`config.mk`:
```
export PLATFORM = sky130hd
export DESIGN_NAME = hex_ascii_frame_receiver
export DESIGN_NICKNAME = d
export VERILOG_FILES = /design/src/design/hafr_pkg.sv /design/src/design/hex_ascii_frame_receiver.sv /design/src/design/hafr_step.sv
export SDC_FILE = /design/constraint.sdc
export NUM_CORES = 1
export LEC_CHECK = 0
export BUFFER_PORTS_ARGS = -buffer_cell sky130_fd_sc_hd__buf_2
export CAP_MARGIN = 40
export CORE_MARGIN = 10
export CORE_UTILIZATION = 56
export CTS_BUF_LIST = sky130_fd_sc_hd__clkbuf_8
export CTS_CLUSTER_SIZE = 24
export DETAILED_ROUTE_END_ITERATION = 8
export GPL_TIMING_DRIVEN = 0
export PLACE_DENSITY = 0.86
export SLEW_MARGIN = 20
export SYNTH_ARGS = -nofsm -noshare
export SYNTH_HDL_FRONTEND = slang
export SYNTH_SLANG_ARGS = --single-unit
```
`constraint.sdc`:
```
create_clock -name clk -period 5.31 [get_ports clk]
set_clock_uncertainty 0.1 [all_clocks]
set_input_delay 0.2655 -clock clk [delete_from_list [all_inputs] [get_ports clk]]
set_output_delay 0.2655 -clock clk [all_outputs]
set_load 0.02 [all_outputs]
```
`src/design/hafr_pkg.sv`:
```
// shared types, codes and helpers for the hex-ascii frame receiver
`default_nettype none

package hafr_pkg;

  // frame phases
  typedef enum logic [2:0] {
    PH_HUNT,
    PH_HEADER,
    PH_INFO,
    PH_CHECK,
    PH_END
  } phase_t;

  // end report status codes
  localparam logic [2:0] STAT_OK        = 3'd0;
  localparam logic [2:0] STAT_START_LIM = 3'd1;
  localparam logic [2:0] STAT_NO_RESP   = 3'd2;
  localparam logic [2:0] STAT_TRUNC     = 3'd3;
  localparam logic [2:0] STAT_LEN_CHK   = 3'd4;
  localparam logic [2:0] STAT_CHKSUM    = 3'd5;

  // result kinds
  localparam logic KIND_DATA = 1'b0;
  localparam logic KIND_END  = 1'b1;

  localparam logic [7:0] START_MARK = 8'h7e;
  localparam logic [3:0] MAX_BAD_START_RST = 4'd10;
  localparam logic [3:0] HEADER_CHARS = 4'd8;
  localparam logic [12:0] LEN_DONE = 13'd12;
  localparam logic [12:0] CHK_CHARS = 13'd4;

  // input word
  typedef struct packed {
    logic [7:0] rx_char;
    logic       timeout_tick;
  } in_word_t;

  // result word
  typedef struct packed {
    logic        kind;
    logic [7:0]  data_byte;
    logic [2:0]  status;
    logic [7:0]  frame_ver;
    logic [7:0]  frame_adr;
    logic [7:0]  frame_cid1;
    logic [7:0]  frame_cid2;
    logic [11:0] info_chars;
    logic        last;
  } out_word_t;

  // receiver state carried between words
  typedef struct packed {
    phase_t      phase;
    logic [12:0] char_count;
    logic [15:0] char_sum;
    logic [3:0]  high_nibble;
    logic [7:0]  header_ver;
    logic [7:0]  header_adr;
    logic [7:0]  header_cid1;
    logic [7:0]  header_cid2;
    logic [15:0] length_word;
    logic [15:0] rx_checksum;
    logic [3:0]  bad_start_count;
  } state_t;

  localparam state_t STATE_RST = '{
    phase:           PH_HUNT,
    char_count:      13'd0,
    char_sum:        16'd0,
    high_nibble:     4'd0,
    header_ver:      8'd0,
    header_adr:      8'd0,
    header_cid1:     8'd0,
    header_cid2:     8'd0,
    length_word:     16'd0,
    rx_checksum:     16'd0,
    bad_start_count: 4'd0
  };

  // hex character to nibble, anything else decodes as zero
  function automatic logic [3:0] hex_val(input logic [7:0] c);
    logic [3:0] v;
    v = 4'd0;
    if (c inside {[8'h30:8'h39]}) begin
      v = c[3:0];
    end else if (c inside {[8'h41:8'h46], [8'h61:8'h66]}) begin
      v = 4'(c[3:0] + 4'd9);
    end
    return v;
  endfunction

endpackage

`default_nettype wire

```
`src/design/hex_ascii_frame_receiver.sv`:
```
// top level of the hex-ascii frame receiver
//
//   channel  direction  handshake          payload
//   in       input      in_valid/in_stall   in_word  (rx_char, timeout_tick)
//   out      output     out_valid/out_stall out_word (data byte or end report)
//   cfg      input      cfg_wr_en           cfg_wr_data (max_bad_start)
//
// one word per cycle while out_stall does not hold a full result register; a word's
// result passes the input register, then the per-character logic, into the result register.
// a word producing no result still takes one pass through the input register.
// rst_n is synchronous; it clears the frame state and sets max_bad_start to 10.
// out_stall holds the result register; in_stall rises only when a word waits
// in the input register and the result register cannot take a new result.
`default_nettype none

module hex_ascii_frame_receiver import hafr_pkg::*; (
  input  wire logic       clk,
  input  wire logic       rst_n,
  input  wire logic       in_valid,
  output logic            in_stall,
  input  wire in_word_t   in_word,
  output logic            out_valid,
  input  wire logic       out_stall,
  output out_word_t       out_word,
  input  wire logic       cfg_wr_en,
  input  wire logic [3:0] cfg_wr_data
);

  logic       in_valid_r;
  in_word_t   in_word_r;
  state_t     state_r;
  state_t     state_nxt;
  logic [3:0] max_bad_start_r;
  logic       out_valid_r;
  out_word_t  out_word_r;
  logic       res_valid;
  out_word_t  res;
  logic       adv;

  // a buffered word moves on when the result register is free or draining
  assign adv      = in_valid_r & (~out_valid_r | ~out_stall);
  assign in_stall = in_valid_r & ~adv;

  assign out_valid = out_valid_r;
  assign out_word  = out_word_r;

  // per-character logic
  hafr_step u_step (
    .cur           (state_r),
    .word          (in_word_r),
    .max_bad_start (max_bad_start_r),
    .state_nxt     (state_nxt),
    .res_valid     (res_valid),
    .res           (res)
  );

  // input register
  always_ff @(posedge clk) begin
    if (!rst_n) begin
      in_valid_r <= 1'b0;
    end else if (!in_stall) begin
      in_valid_r <= in_valid;
    end
  end

  always_ff @(posedge clk) begin
    if (!in_stall && in_valid) begin
      in_word_r <= in_word;
    end
  end

  // receiver state
  always_ff @(posedge clk) begin
    if (!rst_n) begin
      state_r <= STATE_RST;
    end else if (adv) begin
      state_r <= state_nxt;
    end
  end

  // configuration register
  always_ff @(posedge clk) begin
    if (!rst_n) begin
      max_bad_start_r <= MAX_BAD_START_RST;
    end else if (cfg_wr_en) begin
      max_bad_start_r <= cfg_wr_data;
    end
  end

  // result register
  always_ff @(posedge clk) begin
    if (!rst_n) begin
      out_valid_r <= 1'b0;
    end else if (adv && res_valid) begin
      out_valid_r <= 1'b1;
    end else if (!out_stall) begin
      out_valid_r <= 1'b0;
    end
  end

  always_ff @(posedge clk) begin
    if (adv && res_valid) begin
      out_word_r <= res;
    end
  end

endmodule

`default_nettype wire

```
`src/design/hafr_step.sv`:
```
// per-character next state and result logic of the frame receiver
`default_nettype none

module hafr_step import hafr_pkg::*; (
  input  state_t     cur,
  input  in_word_t   word,
  input  logic [3:0] max_bad_start,
  output state_t     state_nxt,
  output logic       res_valid,
  output out_word_t  res
);

  logic [3:0]  nib;
  logic [3:0]  bad_inc;
  logic [12:0] cnt_inc;
  logic [15:0] sum_add;
  logic [15:0] lw_shift;
  logic [5:0]  len_sum;
  logic [3:0]  len_chk;
  logic [7:0]  pair_byte;

  // shared arithmetic
  always_comb begin
    nib       = hex_val(word.rx_char);
    bad_inc   = cur.bad_start_count + 4'd1;
    cnt_inc   = cur.char_count + 13'd1;
    sum_add   = cur.char_sum + {8'd0, word.rx_char};
    lw_shift  = {cur.length_word[11:0], nib};
    len_sum   = {2'b00, lw_shift[11:8]} + {2'b00, lw_shift[7:4]} + {2'b00, lw_shift[3:0]};
    len_chk   = 4'(6'd0 - len_sum);
    pair_byte = {cur.high_nibble, nib};
  end

  // phase update and result
  always_comb begin
    state_nxt = cur;
    res_valid = 1'b0;
    res.kind       = KIND_END;
    res.data_byte  = 8'd0;
    res.status     = STAT_OK;
    res.frame_ver  = cur.header_ver;
    res.frame_adr  = cur.header_adr;
    res.frame_cid1 = cur.header_cid1;
    res.frame_cid2 = cur.header_cid2;
    res.info_chars = (cur.phase == PH_HEADER) ? 12'd0 : cur.length_word[11:0];
    res.last       = 1'b1;

    if (cur.phase == PH_HUNT) begin
      res.frame_ver  = 8'd0;
      res.frame_adr  = 8'd0;
      res.frame_cid1 = 8'd0;
      res.frame_cid2 = 8'd0;
      res.info_chars = 12'd0;
      if (word.timeout_tick) begin
        // no response
        state_nxt  = STATE_RST;
        res_valid  = 1'b1;
        res.status = STAT_NO_RESP;
      end else if (word.rx_char == START_MARK) begin
        state_nxt       = STATE_RST;
        state_nxt.phase = PH_HEADER;
      end else if (bad_inc >= max_bad_start || bad_inc == 4'd0) begin
        state_nxt.bad_start_count = 4'd0;
        res_valid  = 1'b1;
        res.status = STAT_START_LIM;
      end else begin
        state_nxt.bad_start_count = bad_inc;
      end
    end else if (word.timeout_tick) begin
      // truncated frame
      state_nxt = STATE_RST;
      state_nxt.bad_start_count = cur.bad_start_count;
      res_valid  = 1'b1;
      res.status = STAT_TRUNC;
    end else begin
      case (cur.phase)
        PH_HEADER: begin
          state_nxt.char_sum   = sum_add;
          state_nxt.char_count = cnt_inc;
          if (cur.char_count < {9'd0, HEADER_CHARS}) begin
            if (!cur.char_count[0]) begin
              state_nxt.high_nibble = nib;
            end else begin
              case (cur.char_count[2:1])
                2'd0:    state_nxt.header_ver  = pair_byte;
                2'd1:    state_nxt.header_adr  = pair_byte;
                2'd2:    state_nxt.header_cid1 = pair_byte;
                default: state_nxt.header_cid2 = pair_byte;
              endcase
            end
          end else begin
            state_nxt.length_word = lw_shift;
            if (cnt_inc == LEN_DONE) begin
              if (lw_shift[15:12] != len_chk) begin
                // bad length checksum ends the frame
                state_nxt = STATE_RST;
                state_nxt.bad_start_count = cur.bad_start_count;
                res_valid      = 1'b1;
                res.status     = STAT_LEN_CHK;
                res.info_chars = lw_shift[11:0];
              end else begin
                state_nxt.char_count = 13'd0;
                state_nxt.phase = (lw_shift[11:0] == 12'd0) ? PH_CHECK : PH_INFO;
              end
            end
          end
        end
        PH_INFO: begin
          // pair characters into data bytes
          state_nxt.char_sum   = sum_add;
          state_nxt.char_count = cnt_inc;
          if (!cur.char_count[0]) begin
            state_nxt.high_nibble = nib;
          end else begin
            res_valid     = 1'b1;
            res.kind      = KIND_DATA;
            res.data_byte = pair_byte;
            res.last      = 1'b0;
          end
          if (cnt_inc >= {1'b0, cur.length_word[11:0]}) begin
            state_nxt.phase      = PH_CHECK;
            state_nxt.char_count = 13'd0;
          end
        end
        PH_CHECK: begin
          state_nxt.rx_checksum = {cur.rx_checksum[11:0], nib};
          state_nxt.char_count  = cnt_inc;
          if (cnt_inc >= CHK_CHARS) begin
            state_nxt.phase      = PH_END;
            state_nxt.char_count = 13'd0;
          end
        end
        default: begin
          // end character, taken unchecked
          state_nxt = STATE_RST;
          state_nxt.bad_start_count = cur.bad_start_count;
          res_valid  = 1'b1;
          res.status = (cur.rx_checksum == 16'(16'd0 - cur.char_sum)) ? STAT_OK : STAT_CHKSUM;
        end
      endcase
    end
  end

endmodule

`default_nettype wire
```
==> results.toml, run 1 <==
[synth]
syn_inst = 961
ys_ff_latch = 171
yosysWarnings = 0
netlist_area_sq_um = 9130
ys_async_sr_fraction = 0
synth_nets = 1020
syn_avg_cell_area_sq_um = 9.50
yosysSeqAreaShare = 0.446
ys.flop_type = "dfxtp_1"
synth_edf_count = 65
synth_cell_types = 84

[global_route]
track_usage = 0.199
grt_pass1_vias = 7260
grt_max_degree = 31
antenna_found_initial = 0
grt_pass1_wl_microns = 35700
grt.overflow.total = 0

[clock_tree]
tritoncts = "yes"
clkTransAtPathRegs_ps = 110
root_buffer = "clkbuf_8"
cts_buffers = 17
cts_buffer_depth = 2
h-tree-depth = 4
insertion_delay_ps = 480
clock_sink_count = 171

[detailed_routing]
drc = 0
avgRoutedWirePerCell_microns = 16.8
route.final.wire_length_microns = 22200
num_vias = 7643
ant_nets = 0
first_pass_iters = 6
drt_iter0_markers = 588
post_drt_via_cell_ratio = 5.78

[layout]
n_fill_cell = 1188
drive_gt1_frac = 0.175
utilization = 0.670
area_growth_syn_to_layout_pct = 17.0
antenna_cells = 0
final_nets = 1153
fin_cells = 1323
design_area_sq_um = 10700

[timing]
drv_slew = 0
layout_setup_ws_ps = 177
setup_viol = 0
tightest_slew_ps = 933
maxSlewHeadroom = 0.369
fin_crit_sh = 0.967
fmax_mhz = 195
post-route-min-period_ps = 5130
timing.final.hold_violations = 0
setup_tns_ps = 0

[worst_hold_path]
min_path_type = "input port to flop"

[placed_design]
port_buffers = 75
dp.cells = 1256
dp_slack_ps = -645
dpl_cell_area_sq_um = 9840
globalplace.congestion = 0.914
dp_hpwl_microns = 15400

[power]
power_density_nw_per_um2 = 249
leakage_nw = 4.19
vdd_drop_max_mv = 0.162

[setup_path]
worst_path_max_delay_cell = "or4b_4"
critPathLaunchType = "flop"
crit_chain = "or4b_4 -> a31oi_4 -> and2_4 -> a22o_1 -> clkbuf_8 -> ha_1 -> inv_1 -> fa_1 -> ha_1 -> inv_1 -> fa_2 -> xor2_1 -> xnor2_1 -> xnor2_2 -> and3_4 -> o21ai_4 -> and2_4 -> o211ai_1 -> buf_4 -> clkinvlp_4 -> buf_4 -> clkbuf_16"
worst-path-buf-inv = 7
arrival_ps = 5280
crit_type = "flop to flop"
crit_path_max_fanout = 15
critical_path.max_stage_delay_ps = 570
crit_family = "simple AND/OR/NAND/NOR gates"
crit_required_ps = 5450
end_kind = "flop"

[floorplan]
dieArea_sq_um = 21800
dieWidth_microns = 148
start_util = 0.573
core_area_sq_um = 15900
io-pin-count = 77
rows = 46
die_h_microns = 148

[run]
maxCapViolations = 0

[run_status]
status = "completed"
## kinds of logic after synthesis
family / count (synthesis) / share of synthesized area
AND/OR/NAND/NOR: 397 / 0.220
multiplexers: 52 / 0.0571
buffers and inverters: 94 / 0.0513
XOR/XNOR: 57 / 0.0547
flip-flops: 171 / 0.446
AO/OA/AOI/OAI: 149 / 0.111
adder cells (fa/ha/maj): 41 / 0.0595
## layout by cell type (no fill, tap or decap), types with 7 or more instances in the layout
cell type        n
clkbuf_1        29
o211ai_1         7
dfxtp_1        106
a21oi_1         42
xnor2_1         32
dlygate4sd3_1   18
a31oi_1         12
a21o_1           8
clkbuf_8        20
xor2_1          24
buf_4           19
nand2_1        132
edfxtp_1        65
buf_2           81
a22oi_1         13
nor4_1          10
nor2_1          66
nand3_1         60
and2_1          36
ha_1            35
mux2i_1         51
inv_1           38
nor3_1          17
o21ai_0         11
and3_1          12
nand4_1          9
clkinv_8         7
## area by class of cell
class | instances | area, sq um | area share
Buffer | 53 | 314 | 0.0294
Timing Repair Buffer | 113 | 746 | 0.0698
Multi-Input combinational cell | 696 | 4670 | 0.437
Clock buffer | 17 | 234 | 0.0219
Tap cell | 216 | 270 | 0.0253
Timing Repair inverter | 1 | 7.51 | 0.000703
Inverter | 41 | 158 | 0.0148
Sequential cell | 171 | 4070 | 0.381
Clock inverter | 15 | 209 | 0.0196
## cell usage after synthesis, types with 8 or more instances
cell | n | area [sq um]
dfxtp_1 | 106 | 2120
nor4_1 | 10 | 62.6
mux2i_1 | 51 | 510
o21ai_0 | 11 | 55.1
xor2_1 | 24 | 210
ha_1 | 37 | 463
nand3_1 | 60 | 300
nand4_1 | 9 | 56.3
xnor2_1 | 33 | 289
clkbuf_1 | 29 | 109
nor3_1 | 18 | 90.1
edfxtp_1 | 65 | 1950
a31oi_1 | 13 | 81.3
and2_1 | 38 | 238
nor2_1 | 67 | 251
a21o_1 | 8 | 60.1
nand2_1 | 132 | 495
a21oi_1 | 44 | 220
and3_1 | 12 | 75.1
a22oi_1 | 13 | 97.6
inv_1 | 40 | 150
## stage by stage
stage / total power, W / hold slack [ps]
floorplan: 0.00161 / 264
global placement: 0.00168 / 338
detailed placement: 0.00169 / 344
CTS: 0.00265 / 26.9
global route: 0.00276 / 39.8
finish: 0.00266 / 38.9
## per-layer routing
layer / wire, microns / up-vias / share of wire / GRT usage
met5: 0 / - / 0 / 0
met1: 9280 / 3569 / 0.42 / 0.250
met3: 2080 / 57 / 0.094 / 0.0556
met4: 532 / 0 / 0.024 / 0.0833
met2: 10300 / 343 / 0.46 / 0.316
li1: - / 3674 / - / -
## tightest hold or removal path, stage by stage
cell and delay, ps:
clkbuf_1 150, nand2_1 90, o211ai_1 70
## power breakdown
| group | total, W | internal [W] | switching, W |
|---|---|---|---|
| clock network | 0.000968 | 0.000376 | 0.000592 |
| logic | 0.000295 | 0.000111 | 0.000184 |
| registers | 0.00140 | 0.00139 | 0.0000133 |
| total | 0.00266 | 0.00187 | 0.000790 |
## registers in the layout (all words and copies together) (netlist names)
signal and count:
out_valid 1, out_word 56, max_bad_start_r 4, state_r 100, in_word_r 9, in_valid_r 1
## worst paths after layout
path,from,to,slack (ps),cells past startpoint
setup / recovery,in_word_r[8]$_DFFE_PP_,out_word[30]$_SDFFCE_PP0P_,180,22
setup reg to reg,in_word_r[8]$_DFFE_PP_,out_word[30]$_SDFFCE_PP0P_,180,22
hold reg to reg,state_r[51]$_SDFFE_PN0P_,state_r[51]$_SDFFE_PN0P_,360,2
hold / removal,cfg_wr_en,max_bad_start_r[3]$_SDFFE_PN1P_,40,3
## repair_timing
| action | in CTS | in global routing |
|---|---|---|
| endpoints found under the setup margin | 92 | 104 |
| gates resized for setup | 3 | 9 |
| buffers inserted | 8 | 9 |
| pin swaps | 3 | 4 |
| hold endpoints to repair | 15 | 0 |
| gates cloned | 1 | 1 |
| hold buffers | 15 | 0 |
Note: power is estimated with default switching activity, not from simulation.
==> run 2: changes to the inputs <==
--- a/config.mk
+++ b/config.mk
@@ -10,6 +10,7 @@
 export CORE_MARGIN = 10
 export CORE_UTILIZATION = 56
 export CTS_BUF_LIST = sky130_fd_sc_hd__clkbuf_8
+export CTS_CLUSTER_DIAMETER = 150
 export CTS_CLUSTER_SIZE = 24
 export DETAILED_ROUTE_END_ITERATION = 8
 export GPL_TIMING_DRIVEN = 0
==> constraint.sdc (replaced) <==
create_clock -name clk -period 5.31 [get_ports clk]
set_clock_uncertainty 0.1 [all_clocks]
set_input_delay 0.7965 -clock clk [delete_from_list [all_inputs] [get_ports clk]]
set_output_delay 0.7965 -clock clk [all_outputs]
set_load 0.02 [all_outputs]
==> run 2 against run 1 <==
  * Cell count decreased by 1.1%
  * Sequential cell count did not move
  * Hold slack gained 320 ps
  * Worst setup slack lost 6.1 ps
  * Sequential share of layout area rose by 0.52 points
  * Global-route usage decreased by 0.26 points
  * Non-clock buffer count down 14
  * Maximum frequency decreased by 0.12%
  * Critical path type unchanged
  * Highest routed layer unchanged
==> results.toml, run 2 (synthesis results as in run 1) <==
[run_status]
status = "completed"

[layout]
multi_input_area_sq_um = 4670
design_area_sq_um = 10500
top_register = "state_r"
antenna_cells = 0
drive_gt1_frac = 0.178
final_common_cell = "nand2_1"
final_nets = 1139
final_cell_mix = "132 x nand2_1, 106 x dfxtp_1, 81 x buf_2, 66 x nor2_1, 65 x edfxtp_1"
n_fill_cell = 1209
seq_area_sq_um = 4070
area_growth_syn_to_layout_pct = 15.4
largest_reg_flops = 100

[setup_path]
ff2ff_setup_slack_ps = 170
crit_family = "simple AND/OR/NAND/NOR gates"
critPathLaunchType = "flop"
worst-path-buf-inv = 7
crit_required_ps = 5450
end_kind = "flop"
critical_path.max_stage_delay_ps = 570
worstReg2RegEnd = "out_word[30]$_SDFFCE_PP0P_"
crit_type = "flop to flop"
crit_chain = "or4b_4 -> a31oi_4 -> and2_4 -> a22o_1 -> clkbuf_8 -> ha_1 -> inv_1 -> fa_1 -> ha_1 -> inv_1 -> fa_2 -> xor2_1 -> xnor2_1 -> xnor2_2 -> and3_4 -> o21ai_4 -> and2_4 -> o211ai_1 -> buf_4 -> clkinvlp_4 -> buf_4 -> clkbuf_16"
arrival_ps = 5280
ff2ff_path_depth = 22
worst_path_max_delay_cell = "or4b_4"
r2r-start = "in_word_r[8]$_DFFE_PP_"
crit_path_max_fanout = 15

[timing]
timing.final.hold_violations = 0
setup_viol = 0
maxSlewHeadroom = 0.380
drv_slew = 0
post-route-min-period_ps = 5140
finalHoldWorstSlack_ps = 363
fin_crit_sh = 0.968
tightest_slew_ps = 906
fmax_mhz = 195

[worst_hold_path]
min_from = "state_r[51]$_SDFFE_PN0P_"
whs_path_depth = 2
hold_end = "state_r[51]$_SDFFE_PN0P_"
min_path_type = "flop to flop"

[placed_design]
globalplace.congestion = 0.914
port_buffers = 75
dpl_cell_area_sq_um = 9840
dp_hpwl_microns = 15400

[global_route]
grt_pass1_vias = 7180
grt.overflow.total = 0
track_usage = 0.197
grt_pass1_wl_microns = 35200
antenna_found_initial = 0
grt_max_degree = 31

[detailed_routing]
num_vias = 7633
route.final.wire_length_microns = 22000
drt_iter0_markers = 617
ant_nets = 0
drc = 0
first_pass_iters = 5
post_drt_via_cell_ratio = 5.83
avgRoutedWirePerCell_microns = 16.8

[clock_tree]
cts_buffer_depth = 2
root_buffer = "clkbuf_8"
hold_buffers = 0
tritoncts = "yes"
insertion_delay_ps = 480
h-tree-depth = 4
cts_buffers = 17
clock_sink_count = 171
clkTransAtPathRegs_ps = 110

[floorplan]
core_area_sq_um = 15900
die_h_microns = 148
start_util = 0.573
rows = 46
io-pin-count = 77
dieArea_sq_um = 21800
dieWidth_microns = 148

[run]
maxCapViolations = 0

[power]
p_comb_frac = 0.108
p_seq_frac = 0.528
leakage_nw = 4.14
power_density_nw_per_um2 = 252
power_switching_share = 0.297
power_frac_clock = 0.364
power.total_w = 0.00266
vdd_drop_max_mv = 0.159
internal_power_w = 0.00187
p_switching_w = 0.000788
[run 2: changes by cell type in the layout (fill, tap and decap cells not counted)]
cell,delta
dlygate4sd3_1,-15
buf_4,+1
[run 2: per-stage QoR]
step                       util  TNS, ps  cells  setup slack [ps]
after floorplan               -    -1230    961             -21.9
after global placement    0.615   -52890   1252              -949
after detailed placement  0.617   -30790   1256              -645
after CTS                 0.652        0   1297              26.2
after global routing      0.661    -1680   1309             -58.4
final                     0.661        0   1309               171
[run 2: worst max-delay path by stage]
stage	start	end	slack (ps)	cells past startpoint
finish	in_word_r[8]$_DFFE_PP_	out_word[30]$_SDFFCE_PP0P_	170	22
global route	in_word_r[1]$_DFFE_PP_	out_word[4]$_SDFFCE_PP0P_	-60	24
CTS	in_word_r[8]$_DFFE_PP_	out_word[13]$_SDFFCE_PP0P_	30	21
detailed placement	in_word_r[8]$_DFFE_PP_	out_word[38]$_SDFFCE_PP0P_	-640	19
global placement	in_word_r[8]$_DFFE_PP_	out_word[44]$_SDFFCE_PP0P_	-950	18
floorplan	in_word_r[2]$_DFFE_PP_	out_word[10]$_SDFFCE_PP0P_	-20	20
[run 2: final cells by class]
cell class / count / share of cell area
tap: 216 / 0.0256
clock inverter: 15 / 0.0198
buffer: 53 / 0.0298
timing repair buffer: 99 / 0.0572
sequential: 171 / 0.387
clock buffer: 17 / 0.0222
multi-input combinational: 696 / 0.443
timing repair inverter: 1 / 0.000712
inverter: 41 / 0.0150
[run 2: what timing repair did]
item                                    4_1_cts  5_1_grt
resized for setup                             3        9
gates cloned                                  1        1
endpoints found under the setup margin       92       97
buffers inserted                              8       10
pin swaps                                     3        4
[run 2: power groups by stage]
stage / clock network (W) / registers (W) / logic, W
3_5_place_dp: 0 / 0.00143 / 0.000256
6_report: 0.000967 / 0.00140 / 0.000287
2_1_floorplan: 0 / 0.00146 / 0.000154
4_1_cts: 0.000971 / 0.00140 / 0.000268
3_3_place_gp: 0 / 0.00143 / 0.000248
5_1_grt: 0.00103 / 0.00140 / 0.000309
[run 2: worst min-delay path, cell delays in order, from the launching register on]
cell and delay (ps):
dfxtp_1 320, nand2_1 50, mux2i_1 50
[run 2: routing by layer]
metal  routed length (microns)  GRT usage
met5                         0          0
met4                       605     0.0833
met3                      2000     0.0534
met2                     10000      0.307
met1                      9350      0.252
